## src/rtl/core/ismt_pkg.sv

```systemverilog
// Shared types and constants for the interval set merge table.
package ismt_pkg;

	localparam int MAX_INTERVALS_DEF = 16;
	localparam int VALUE_BITS_DEF    = 32;

	typedef enum logic [1:0] {
		STATUS_ADDED   = 2'd0,
		STATUS_FULL    = 2'd1,
		STATUS_LISTED  = 2'd2,
		STATUS_EMPTY   = 2'd3
	} status_t;

	typedef enum logic [3:0] {
		S_IDLE,
		S_SCAN_RD,
		S_SCAN_EV,
		S_DECIDE,
		S_UP_RD,
		S_UP_WR,
		S_NEW_WR,
		S_MERGE_WR,
		S_DN_RD,
		S_DN_WR,
		S_SHRINK,
		S_ADDED,
		S_DROPPED,
		S_EMPTY,
		S_LIST_RD,
		S_LIST_EM
	} state_t;

	// controller -> datapath
	typedef struct packed {
		logic    load;
		logic    rd;
		logic    scan_ev;
		logic    scan_end;
		logic    up_start;
		logic    up_wr;
		logic    new_wr;
		logic    merge_wr;
		logic    dn_wr;
		logic    shrink;
		logic    list_next;
		logic    out_load;
		logic    out_list;
		status_t out_code;
	} dp_cmd_t;

	// datapath -> controller
	typedef struct packed {
		logic in_list;
		logic cnt_zero;
		logic full;
		logic idx_at_n;
		logic ev_stop;
		logic j_eq_i;
		logic i_eq_n;
		logic j_eq_n;
		logic idx_eq_i;
		logic idx_last;
		logic out_free;
	} dp_stat_t;

endpackage

```

## src/rtl/core/ismt_ram.sv

```systemverilog
// Generic simple dual-port RAM with registered read.
module ismt_ram #(
	parameter int WIDTH = 64,
	parameter int DEPTH = 16
) (
	input  logic                     clk,
	input  logic                     wr_en,
	input  logic [$clog2(DEPTH)-1:0] wr_addr,
	input  logic [WIDTH-1:0]         wr_data,
	input  logic                     rd_en,
	input  logic [$clog2(DEPTH)-1:0] rd_addr,
	output logic [WIDTH-1:0]         rd_data
);

	logic [WIDTH-1:0] mem_q [DEPTH];
	logic [WIDTH-1:0] rd_data_q;

	always_ff @(posedge clk) begin
		if (wr_en) begin
			mem_q[wr_addr] <= wr_data;
		end
		if (rd_en) begin
			rd_data_q <= mem_q[rd_addr];
		end
	end

	assign rd_data = rd_data_q;

endmodule

```

## src/rtl/core/ismt_datapath.sv

```systemverilog
// Datapath: interval RAM, scan compares, shift addressing and output register.
module ismt_datapath #(
	parameter int MAX_INTERVALS = ismt_pkg::MAX_INTERVALS_DEF,
	parameter int VALUE_BITS    = ismt_pkg::VALUE_BITS_DEF,
	localparam int CB           = $clog2(MAX_INTERVALS + 1)
) (
	input  logic                         clk,
	input  logic                         arst_n,
	input  ismt_pkg::dp_cmd_t            cmd,
	output ismt_pkg::dp_stat_t           stat,
	input  logic                         list_req,
	input  logic signed [VALUE_BITS-1:0] range_start,
	input  logic signed [VALUE_BITS-1:0] range_end,
	output logic                         out_valid,
	input  logic                         out_ready,
	output logic [1:0]                   status,
	output logic signed [VALUE_BITS-1:0] interval_low,
	output logic signed [VALUE_BITS-1:0] interval_high,
	output logic [CB-1:0]                interval_count,
	output logic                         last
);
	import ismt_pkg::*;

	localparam int AW = $clog2(MAX_INTERVALS);
	localparam int DW = 2 * VALUE_BITS;

	logic signed [VALUE_BITS-1:0] a_q, b_q, lo_q, hi_q;
	logic [CB-1:0]                cnt_q, idx_q, i_q, j_q;
	logic                         found_q;

	logic [DW-1:0]                rd_data;
	logic signed [VALUE_BITS-1:0] rd_low, rd_high;
	logic                         hi_lt_a, b_lt_lo, skip;
	logic [CB-1:0]                gone, idx_inc, idx_dec;

	logic                         wr_en;
	logic [CB-1:0]                wr_addr;
	logic [DW-1:0]                wr_data;

	logic                         out_valid_q;
	status_t                      out_status_q;
	logic signed [VALUE_BITS-1:0] out_low_q, out_high_q;
	logic [CB-1:0]                out_cnt_q;
	logic                         out_last_q;

	// RAM word: high end in the upper half, low end in the lower half
	assign rd_low  = $signed(rd_data[VALUE_BITS-1:0]);
	assign rd_high = $signed(rd_data[DW-1:VALUE_BITS]);

	assign hi_lt_a = rd_high < a_q;
	assign b_lt_lo = b_q < rd_low;
	// still before the first overlapping entry
	assign skip    = !found_q && hi_lt_a;

	assign gone    = j_q - i_q - CB'(1);
	assign idx_inc = idx_q + CB'(1);
	assign idx_dec = idx_q - CB'(1);

	always_comb begin
		wr_en   = 1'b0;
		wr_addr = '0;
		wr_data = '0;
		unique if (cmd.up_wr) begin
			wr_en   = 1'b1;
			wr_addr = idx_inc;
			wr_data = rd_data;
		end else if (cmd.new_wr) begin
			wr_en   = 1'b1;
			wr_addr = i_q;
			wr_data = {b_q, a_q};
		end else if (cmd.merge_wr) begin
			wr_en   = 1'b1;
			wr_addr = i_q;
			wr_data = {hi_q, lo_q};
		end else if (cmd.dn_wr) begin
			wr_en   = 1'b1;
			wr_addr = idx_q - gone;
			wr_data = rd_data;
		end else begin
			wr_en   = 1'b0;
		end
	end

	ismt_ram #(
		.WIDTH (DW),
		.DEPTH (MAX_INTERVALS)
	) u_ram (
		.clk     (clk),
		.wr_en   (wr_en),
		.wr_addr (wr_addr[AW-1:0]),
		.wr_data (wr_data),
		.rd_en   (cmd.rd),
		.rd_addr (idx_q[AW-1:0]),
		.rd_data (rd_data)
	);

	always_ff @(posedge clk) begin
		if (cmd.load) begin
			if (range_end < range_start) begin
				a_q <= range_end;
				b_q <= range_start;
			end else begin
				a_q <= range_start;
				b_q <= range_end;
			end
			idx_q <= '0;
		end
		if (cmd.scan_ev) begin
			if (!skip && !found_q) begin
				i_q  <= idx_q;
				lo_q <= (rd_low < a_q) ? rd_low : a_q;
			end
			if (!skip && b_lt_lo) begin
				j_q <= idx_q;
			end else begin
				idx_q <= idx_inc;
			end
			if (!skip && !b_lt_lo) begin
				hi_q <= (b_q < rd_high) ? rd_high : b_q;
			end
		end
		if (cmd.scan_end) begin
			if (!found_q) begin
				i_q <= cnt_q;
			end
			j_q <= cnt_q;
		end
		if (cmd.up_start) begin
			idx_q <= cnt_q - CB'(1);
		end
		if (cmd.up_wr) begin
			idx_q <= idx_dec;
		end
		if (cmd.merge_wr) begin
			idx_q <= j_q;
		end
		if (cmd.dn_wr || cmd.list_next) begin
			idx_q <= idx_inc;
		end
		if (cmd.out_load) begin
			out_status_q <= cmd.out_code;
			out_cnt_q    <= cnt_q;
			if (cmd.out_list) begin
				out_low_q  <= rd_low;
				out_high_q <= rd_high;
				out_last_q <= stat.idx_last;
			end else begin
				out_low_q  <= '0;
				out_high_q <= '0;
				out_last_q <= 1'b1;
			end
		end
	end

	always_ff @(posedge clk or negedge arst_n) begin
		if (!arst_n) begin
			cnt_q       <= '0;
			found_q     <= 1'b0;
			out_valid_q <= 1'b0;
		end else begin
			if (cmd.new_wr) begin
				cnt_q <= cnt_q + CB'(1);
			end else if (cmd.shrink) begin
				cnt_q <= cnt_q - gone;
			end
			if (cmd.load) begin
				found_q <= 1'b0;
			end else if (cmd.scan_ev && !skip) begin
				found_q <= 1'b1;
			end
			if (cmd.out_load) begin
				out_valid_q <= 1'b1;
			end else if (out_ready) begin
				out_valid_q <= 1'b0;
			end
		end
	end

	always_comb begin
		stat.in_list  = list_req;
		stat.cnt_zero = cnt_q == '0;
		stat.full     = cnt_q == CB'(MAX_INTERVALS);
		stat.idx_at_n = idx_q == cnt_q;
		stat.ev_stop  = !skip && b_lt_lo;
		stat.j_eq_i   = j_q == i_q;
		stat.i_eq_n   = i_q == cnt_q;
		stat.j_eq_n   = j_q == cnt_q;
		stat.idx_eq_i = idx_q == i_q;
		stat.idx_last = idx_inc == cnt_q;
		stat.out_free = !out_valid_q || out_ready;
	end

	assign out_valid      = out_valid_q;
	assign status         = out_status_q;
	assign interval_low   = out_low_q;
	assign interval_high  = out_high_q;
	assign interval_count = out_cnt_q;
	assign last           = out_last_q;

endmodule

```

## src/rtl/core/ismt_ctrl.sv

```systemverilog
// Controller state machine sequencing scan, shift, merge and listing.
module ismt_ctrl (
	input  logic               clk,
	input  logic               arst_n,
	input  logic               in_valid,
	output logic               in_ready,
	input  ismt_pkg::dp_stat_t stat,
	output ismt_pkg::dp_cmd_t  cmd
);
	import ismt_pkg::*;

	state_t state_q, state_d;

	always_ff @(posedge clk or negedge arst_n) begin
		if (!arst_n) begin
			state_q <= S_IDLE;
		end else begin
			state_q <= state_d;
		end
	end

	always_comb begin
		state_d = state_q;
		unique case (state_q)
			S_IDLE: begin
				if (in_valid) begin
					if (!stat.in_list) begin
						state_d = S_SCAN_RD;
					end else if (stat.cnt_zero) begin
						state_d = S_EMPTY;
					end else begin
						state_d = S_LIST_RD;
					end
				end
			end
			S_SCAN_RD: begin
				state_d = stat.idx_at_n ? S_DECIDE : S_SCAN_EV;
			end
			S_SCAN_EV: begin
				state_d = stat.ev_stop ? S_DECIDE : S_SCAN_RD;
			end
			S_DECIDE: begin
				priority if (!stat.j_eq_i) begin
					state_d = S_MERGE_WR;
				end else if (stat.full) begin
					state_d = S_DROPPED;
				end else if (stat.i_eq_n) begin
					state_d = S_NEW_WR;
				end else begin
					state_d = S_UP_RD;
				end
			end
			S_UP_RD:    state_d = S_UP_WR;
			S_UP_WR:    state_d = stat.idx_eq_i ? S_NEW_WR : S_UP_RD;
			S_NEW_WR:   state_d = S_ADDED;
			S_MERGE_WR: state_d = stat.j_eq_n ? S_SHRINK : S_DN_RD;
			S_DN_RD:    state_d = S_DN_WR;
			S_DN_WR:    state_d = stat.idx_last ? S_SHRINK : S_DN_RD;
			S_SHRINK:   state_d = S_ADDED;
			S_ADDED, S_DROPPED, S_EMPTY: begin
				if (stat.out_free) begin
					state_d = S_IDLE;
				end
			end
			S_LIST_RD:  state_d = S_LIST_EM;
			S_LIST_EM: begin
				if (stat.out_free) begin
					state_d = stat.idx_last ? S_IDLE : S_LIST_RD;
				end
			end
			default:    state_d = S_IDLE;
		endcase
	end

	always_comb begin
		cmd      = '0;
		in_ready = 1'b0;
		unique case (state_q)
			S_IDLE: begin
				in_ready = 1'b1;
				cmd.load = in_valid;
			end
			S_SCAN_RD: begin
				cmd.scan_end = stat.idx_at_n;
				cmd.rd       = !stat.idx_at_n;
			end
			S_SCAN_EV:  cmd.scan_ev  = 1'b1;
			S_DECIDE:   cmd.up_start = stat.j_eq_i && !stat.full && !stat.i_eq_n;
			S_UP_RD:    cmd.rd       = 1'b1;
			S_UP_WR:    cmd.up_wr    = 1'b1;
			S_NEW_WR:   cmd.new_wr   = 1'b1;
			S_MERGE_WR: cmd.merge_wr = 1'b1;
			S_DN_RD:    cmd.rd       = 1'b1;
			S_DN_WR:    cmd.dn_wr    = 1'b1;
			S_SHRINK:   cmd.shrink   = 1'b1;
			S_ADDED: begin
				cmd.out_load = stat.out_free;
				cmd.out_code = STATUS_ADDED;
			end
			S_DROPPED: begin
				cmd.out_load = stat.out_free;
				cmd.out_code = STATUS_FULL;
			end
			S_EMPTY: begin
				cmd.out_load = stat.out_free;
				cmd.out_code = STATUS_EMPTY;
			end
			S_LIST_RD:  cmd.rd = 1'b1;
			S_LIST_EM: begin
				cmd.out_load  = stat.out_free;
				cmd.out_list  = 1'b1;
				cmd.list_next = stat.out_free;
				cmd.out_code  = STATUS_LISTED;
			end
			default:    cmd = '0;
		endcase
	end

endmodule

```

## src/rtl/core/interval_set_merge_table_unit.sv

```systemverilog
// Top level of the interval set merge table: stream ports, controller and datapath.
//
// Holds up to MAX_INTERVALS sorted, disjoint closed intervals in a single RAM with one
// write and one registered read port. An add (tuser 0) scans the table from the bottom
// with a read and an evaluate step per entry looked at, up to the end of the overlapping
// run, then shifts the entries behind the insertion point with a read and a write per
// moved entry; around these come the accept, decision, write and result steps. Entries
// move down after a merge and up before a plain insert. A listing (tuser 1) gives one
// transaction per stored interval, each a read and an emit step that waits while the
// output is stalled, or a single empty-set transaction. The RAM port is what paces every
// operation. A new item is taken while the previous result still waits at the output.
module interval_set_merge_table_unit #(
	parameter int MAX_INTERVALS = ismt_pkg::MAX_INTERVALS_DEF,
	parameter int VALUE_BITS    = ismt_pkg::VALUE_BITS_DEF,
	localparam int CB           = $clog2(MAX_INTERVALS + 1),
	localparam int IN_W         = ((2 * VALUE_BITS + 7) / 8) * 8,
	localparam int OUT_W        = ((2 * VALUE_BITS + CB + 7) / 8) * 8
) (
	input  logic             clk,
	input  logic             arst_n,
	input  logic             s_tvalid,
	output logic             s_tready,
	input  logic [IN_W-1:0]  s_tdata,  // range_start, range_end
	input  logic             s_tuser,  // cmd
	output logic             m_tvalid,
	input  logic             m_tready,
	output logic [OUT_W-1:0] m_tdata,  // interval_low, interval_high, interval_count
	output logic [1:0]       m_tuser,  // status
	output logic             m_tlast   // last
);
	import ismt_pkg::*;

	dp_cmd_t                      cmd;
	dp_stat_t                     stat;
	logic signed [VALUE_BITS-1:0] interval_low, interval_high;
	logic [CB-1:0]                interval_count;

	ismt_ctrl u_ctrl (
		.clk      (clk),
		.arst_n   (arst_n),
		.in_valid (s_tvalid),
		.in_ready (s_tready),
		.stat     (stat),
		.cmd      (cmd)
	);

	ismt_datapath #(
		.MAX_INTERVALS (MAX_INTERVALS),
		.VALUE_BITS    (VALUE_BITS)
	) u_datapath (
		.clk            (clk),
		.arst_n         (arst_n),
		.cmd            (cmd),
		.stat           (stat),
		.list_req       (s_tuser),
		.range_start    ($signed(s_tdata[VALUE_BITS-1:0])),
		.range_end      ($signed(s_tdata[2*VALUE_BITS-1:VALUE_BITS])),
		.out_valid      (m_tvalid),
		.out_ready      (m_tready),
		.status         (m_tuser),
		.interval_low   (interval_low),
		.interval_high  (interval_high),
		.interval_count (interval_count),
		.last           (m_tlast)
	);

	assign m_tdata = OUT_W'({interval_count, interval_high, interval_low});

endmodule
```

## config.mk

```make
export PLATFORM = sky130hd
export DESIGN_NAME = interval_set_merge_table_unit
export DESIGN_NICKNAME = d
export VERILOG_FILES = /design/src/rtl/core/ismt_pkg.sv /design/src/rtl/core/ismt_ram.sv /design/src/rtl/core/ismt_datapath.sv /design/src/rtl/core/ismt_ctrl.sv /design/src/rtl/core/interval_set_merge_table_unit.sv
export SDC_FILE = /design/constraint.sdc
export NUM_CORES = 2
export LEC_CHECK = 0
export BUFFER_PORTS_ARGS = -buffer_cell sky130_fd_sc_hd__buf_2
export CAP_MARGIN = 20
export CORE_MARGIN = 3
export CORE_UTILIZATION = 55
export CTS_BUF_LIST = sky130_fd_sc_hd__clkbuf_8
export DETAILED_ROUTE_END_ITERATION = 6
export GPL_TIMING_DRIVEN = 0
export PLACE_DENSITY = 0.81
export SYNTH_ARGS = -nofsm -noshare
export SYNTH_HDL_FRONTEND = slang
export SYNTH_SLANG_ARGS = --single-unit
```

## constraint.sdc

```tcl
create_clock -name clk -period 8.2 [get_ports clk]
set_clock_uncertainty 0.15 [all_clocks]
set_input_delay 1.64 -clock clk [delete_from_list [all_inputs] [get_ports clk]]
set_output_delay 1.64 -clock clk [all_outputs]
set_load 0.03 [all_outputs]
```

---- Yosys cells after proc, flatten, opt, wreduce, memory -nomap -nowiden ----
Memory sizes are Yosys's and may differ from the RTL's. A register that Yosys moved wholly into a read port is not among the register bits.
Index checks and enable logic that the tools add are counted.
word-level totals
  register bits after elaboration ......... 226
  bits in writable memories ............... 1024
  input bits .............................. 69
  output and inout port bits .............. 77
  memories kept ........................... 1
memory list
  name                    depth  bits a word  read ports  clocked after memory_dff  write ports  line            RTL
  u_datapath.u_ram.mem_q  16     64           1           1                         1            ismt_ram.sv:15  logic [WIDTH-1:0] mem_q [DEPTH];
operators by class
  $add $sub $neg .......................... 8
  $lt $le $gt $ge ......................... 5
  eq/ne operators ......................... 25
  mux-type cells .......................... 68
  reduce and logical (&&, ||, !) cells .... 31
operators by type and width
  operator               count
  $mux W64               4
  $lt A32 B32 Y1         5
  $mux W32               4
  $mux W5                16
  $pmux W4 S13           1
  $mux W4                11
  $eq A4 B4 Y1 const B   8
  $eq A5 B5 Y1           6
  $mux W1                24
  $eq A4 B3 Y1 const B   4
  $sub A5 B1 Y5 const B  3
  $mux W2                6
  $add A5 B1 Y5 const B  2
  $reduce_bool A2 Y1     5
  $sub A5 B5 Y5          2
  $eq A4 B2 Y1 const B   2
  $logic_and A1 B1 Y1    7
  $logic_not A1 Y1       7
  $pmux W2 S3            1
  $reduce_and A2 Y1      3
  $reduce_or A3 Y1       2
  $eq A5 B5 Y1 const B   1
  $logic_not A5 Y1       1
  $eq A4 B1 Y1 const B   1
  9 further kinds        11

---- Depth between registers and ports, before layout ----
  depth in word-level cells ............... 10
  gate-level depth with buffers ........... 13

---- By module ----
From an unflattened synthesis, not the netlist that was laid out.
second synthesis, totals
  cells, all modules ...................... 3174
  area, all modules ....................... 56245.2 µm²
by module, submodules not included
  module                         times used  cells an instance  area an instance (µm²)
  ismt_ram                       1           1647               40222.3
  ismt_datapath                  1           1446               15439.8
  ismt_ctrl                      1           77                 556.8
  interval_set_merge_table_unit  1           4                  26.3

---- Worst setup path after synthesis ----
OpenSTA, ideal clock, no wires.
  kind .................................... register to register
  start ................................... reg u_datapath.j_q[0]
  end ..................................... mem u_datapath.u_ram.mem_q[5][0], enable pin
  library setup time ...................... 0.486 ns
  arrival time ............................ 5.157 ns
  data required time ...................... 7.564 ns
  setup slack ............................. 2.407 ns
  cell stages (with the launch flop) ...... 13
  cell sequence ........................... edfxtp_1 ha_1 inv_1 fa_1 ha_1 a21o_1 a21oi_1 xor2_1 xnor2_1 nor2_1 o21ai_0 nand2_1 nor2_1
between the ends
  word-level cells in the longest chain between the ends .. 7
ends and longest elaborated chain
  element                 line                  RTL
  from (decl)             ismt_datapath.sv:28   logic [CB-1:0] cnt_q, idx_q, i_q, j_q;
  from (signal assigned)  ismt_datapath.sv:114  j_q <= idx_q;
  from (signal assigned)  ismt_datapath.sv:126  j_q <= cnt_q;
  $sub A5 B5 Y5           ismt_datapath.sv:55   assign gone = j_q - i_q - CB'(1);
  $sub A5 B1 Y5           ismt_datapath.sv:55
  $sub A4 B4 Y4           ismt_datapath.sv:77   wr_addr = idx_q - gone;
  $mux W4                 ismt_datapath.sv:75   end else if (cmd.dn_wr) begin
  $mux W4                 ismt_datapath.sv:71   end else if (cmd.merge_wr) begin
  $mux W4                 ismt_datapath.sv:67   end else if (cmd.new_wr) begin
  $mux W4                 ismt_datapath.sv:63   unique if (cmd.up_wr) begin
  to (decl)               ismt_ram.sv:15
No other way between the ends.

---- Worst setup path in the final report ----
  start ................................... reg u_datapath.idx_q[1]
  end ..................................... mem u_datapath.u_ram.mem_q[4][37], enable pin
between the ends
  word-level cells in the longest chain between the ends .. 5
ends and longest elaborated chain
  element                 line                  RTL
  from (decl)             ismt_datapath.sv:28
  from (signal assigned)  ismt_datapath.sv:116  idx_q <= idx_inc;
  from (signal assigned)  ismt_datapath.sv:129  idx_q <= cnt_q - CB'(1);
  from (signal assigned)  ismt_datapath.sv:132  idx_q <= idx_dec;
  $sub A4 B4 Y4           ismt_datapath.sv:77
  $mux W4                 ismt_datapath.sv:75
  $mux W4                 ismt_datapath.sv:71
  $mux W4                 ismt_datapath.sv:67
  $mux W4 *               ismt_datapath.sv:63
Mark *: on every way between the ends. The rest lies on a longest branch, timed or not.

==> impl_results.md <==
- Num Clock Sinks: ~1300
- Worst-path clk slew: approximately 60 ps
- GRT Total Usage: 0.2999
- Tcrit/Tclk final: 0.7428
- Failing checks: DRC
- Sequential area share after synthesis: 0.6988
- Area growth, synth to finish: 13.85%
- Setup ws final: between 2000 and 2500 ps
- Leak: ~23 nW
- Clk_lat worst skew: around 900 ps
- Worst path arrival time: approximately 6500 ps
- Routed WL: between 150000 and 200000 um
- H-tree lvl count: 4
- R2R cell count: 13
- CTS tree: done
- Largest net degree at the start of global routing: between 50 and 60
- Final HPWL DP: approximately 110000 um
- R2r endpoint: u_datapath.u_ram.mem_q[4][37]
- Register area: between 30000 and 40000 um^2
- Remaining Overflow, GRT: 0
- Initial core utilization: 0.5583
- Fill cell count: 6679
- Crit-path max FO: 22
- Total power: 24.06 mW
- Setup crit end: u_datapath.u_ram.mem_q[4][37]
- Chip Height: ~330 um
- Synth warnings: 0
- Distinct cells, synth: 67
- Slew Limit Fails: 0
- Highest achievable clock rate: approximately 0.16 GHz
- CTS buffer count: approximately 200
- Final Core Density: 0.6357
- Vias in the first global route: ~33000
- Worst Tran Pin Value: about 1200 ps
- Hold Crit Class: register to register
- Root Driver: clkbuf_8
- GPL Wtd Cong: around 1.0
- Worst-path cell chain: clkbuf_1 -> buf_8 -> clkbuf_1 -> clkbuf_1 -> inv_1 -> ha_1 -> nand2_1 -> and3_1 -> nand2_1 -> nor2_4 -> buf_12 -> buf_12 -> buf_12
- Drt first pass iters: 7
- DRC Markers: 9
- Setup crit end kind: register
- First-pass GRT wire length: around 230000 um
- Crit path kind: register to register
- Flop-to-flop setup slack: approximately 2100 ps
- Top_reg_cell synth: edfxtp_1
- Post-route antenna net violation count: 0
- Critical path's top delay family: buffers and inverters
- PD cells: 375.8 nW/um^2
- Die X: between 300 and 400 um
- Initial antenna violation count: 7
- Multi-input gate area: around 16000 um^2
- Status: finished with violations
- I/O Pins: between 100 and 150
- CTS max path bufs: 3
- Final Critical Period: 6091 ps
- Reg2Reg Launch Point: u_datapath.idx_q[1]
- Critical path depth: 13
- Post-route cell area: 64030 um^2
- Slew margin rel.: 0.1777
- DR vias/cell: between 6 and 7
- Post-CTS setup buffers: 0
- Post-CTS Resized: 0
- CP startpoint: u_datapath.idx_q[1]
- Number of hold violations in the final report: 0
- Setup total negative slack: 0 ps
- Slowest stage delay, CP: ~930 ps
- Port Buffers: between 100 and 150
- Number of max-cap violations: 0
- EDFF count, synth: 1293
- Worst-path cell with the longest stage delay: clkbuf_1
- Site Rows: 116
- VDD IR max: 0.2017 mV
- Share of layout cells above drive strength 1: 0.2427
- DIE AREA: about 110000 um^2
- Via count: 33520
- Dpl cell area: 60090 um^2
- Worst EP required: ~8600 ps
- Hold_buf cts: 0
- Worst path buffer plus inverter count: 8
- Layout Nets: 3771
- Final setup viols: 0
- RSZ-0062 raised after global routing: no
- Area of the core: 100700 um^2
- Fraction of registers with async set/reset: 0.008371
- Mapped Area: between 50000 and 60000 um^2
- DR WL/cell: 32.00 um
- Avg Cell Area, Syn: roughly 18 um^2
- Mapped Cells: 3107
- FF+latch count, synth: approximately 1300
- DR iter-0 viols: 5548
- Startpoint types: register
- Place WS: around 2100 ps
metrics by stage:
stage          std cells  hold WS, ps
2_1_floorplan       3109        269.6
3_3_place_gp        4608        280.3
3_5_place_dp        4671        281.6
4_1_cts             5032        307.6
5_1_grt             5051        323.2
6_report            5051        299.3
area by class of cell:
type                    instances  share of cell area
diodes                          2          0.00007816
well taps                    1357             0.02652
flip-flops and latches       1314              0.6138
repair buffers                222             0.03490
plain buffers                 166             0.01151
clock inverters               165             0.01559
multi-input cells            1416              0.2430
inverters                     213             0.01249
clock buffers                 196             0.04213
layout by cell type (no fill, tap or decap), types with 10 or more instances in the layout:
cell	Yosys	layout
nor3_1	70	70
a21oi_1	105	105
ha_1	170	170
a221o_1	51	51
buf_8	0	19
nor2_1	70	53
dfrtp_1	11	11
a211oi_1	11	11
buf_1	23	23
nand4_1	17	17
mux4_2	320	320
nor2_4	0	16
clkinv_1	0	46
clkbuf_1	114	114
mux2_2	46	46
nand3_1	23	23
buf_12	3	53
clkinv_2	0	30
edfxtp_1	1293	1293
dfxtp_1	10	10
inv_1	213	279
xnor2_1	18	18
buf_2	19	161
a21o_1	36	36
o21ai_0	40	40
nand2_1	171	171
mux2i_1	41	41
clkbuf_8	0	196
nand2b_1	14	14
xor2_1	27	27
a222oi_1	64	64
cells by family after synthesis:
kind of cell	Yosys count	synth area share
flip-flops	1314	0.6988
multiplexers	410	0.1453
AO/OA/AOI/OAI	373	0.04888
XOR/XNOR	45	0.007008
other	1	0.00006668
AND/OR/NAND/NOR	412	0.03375
adder cells (fa/ha/maj)	173	0.03889
buffers and inverters	379	0.02732
how the worst min path moves through the flow:
stage	from	depth (start not counted)	to	slack, ps
2_1_floorplan	u_datapath.cnt_q[4]	0	u_datapath.interval_count[4]	270
3_3_place_gp	u_datapath.cnt_q[4]	0	u_datapath.interval_count[4]	280
3_5_place_dp	u_datapath.cnt_q[4]	0	u_datapath.interval_count[4]	280
4_1_cts	u_datapath.cnt_q[4]	0	u_datapath.interval_count[4]	310
5_1_grt	u_datapath.cnt_q[4]	0	u_datapath.interval_count[4]	320
6_report	u_datapath.cnt_q[4]	0	u_datapath.interval_count[4]	300
where the power goes:
group | total, mW | internal, mW | switching (mW)
sequential | 10.1 | 9.40 | 0.700
clock | 5.08 | 2.49 | 2.59
combinational | 8.89 | 3.49 | 5.40
total | 24.1 | 15.4 | 8.69
Yosys cell counts, drive strengths merged, types with 2 or more instances:
cell	instances	area, um^2
buf	52	309.0
nor2b	10	62.56
mux2	49	551.8
a211oi	15	132.6
edfxtp	1293	38830
o221ai	4	35.03
fa	3	60.06
xnor2	18	157.7
a221oi	2	17.52
a222oi	64	640.6
nand3	23	115.1
ha	170	2127
a21o	36	270.3
mux2i	41	410.4
dfxtp	10	200.2
nor2	70	262.8
a22oi	2	15.01
mux4	320	7207
a221o	51	510.5
a21oi	105	525.5
clkbuf	114	427.9
and3	9	56.30
nor3	72	376.6
o22ai	6	43.79
a31oi	9	56.30
o2111ai	3	26.28
a2111oi	3	32.53
o21a	7	52.55
o211ai	3	22.52
inv	213	799.5
o21ai	51	262.8
a211o	3	26.28
dfrtp	11	275.3
xor2	27	236.5
o31ai	2	15.01
and2	6	37.54
and4	5	43.79
nor4	9	56.30
nand2b	14	87.58
nand4	17	106.4
nand2	171	641.9
worst register-to-register path, delay by kind of cell, from the launching register on:
kind	cells	cell delay (ps)
adder cells (fa/ha/maj)	1	380
buffers and inverters	8	3530
flip-flops	1	590
AND/OR/NAND/NOR	4	1090
flip-flops by register name, indices dropped and copies added (netlist names):
signal and count:
u_datapath.j_q 5, u_datapath.lo_q 32, u_datapath.last 1, u_datapath.b_q 32, u_datapath.interval_high 32, u_datapath.out_valid 1
u_datapath.status 2, u_datapath.u_ram.mem_q 1024, u_datapath.found_q 1, u_datapath.interval_low 32, u_datapath.idx_q 5, u_ctrl.state_q 4
u_datapath.interval_count 5, u_datapath.i_q 5, u_datapath.u_ram.rd_data 64, u_datapath.cnt_q 5, u_datapath.a_q 32, u_datapath.hi_q 32
metal layers:
metal,part of all wire,vias up,global-route usage
met4,0.050,4,0.1421
met5,0.00017,-,0
met2,0.47,2797,0.4680
li1,-,13470,-
met1,0.35,16820,0.4051
met3,0.13,436,0.06907
Power figures use the tool's default switching activity.
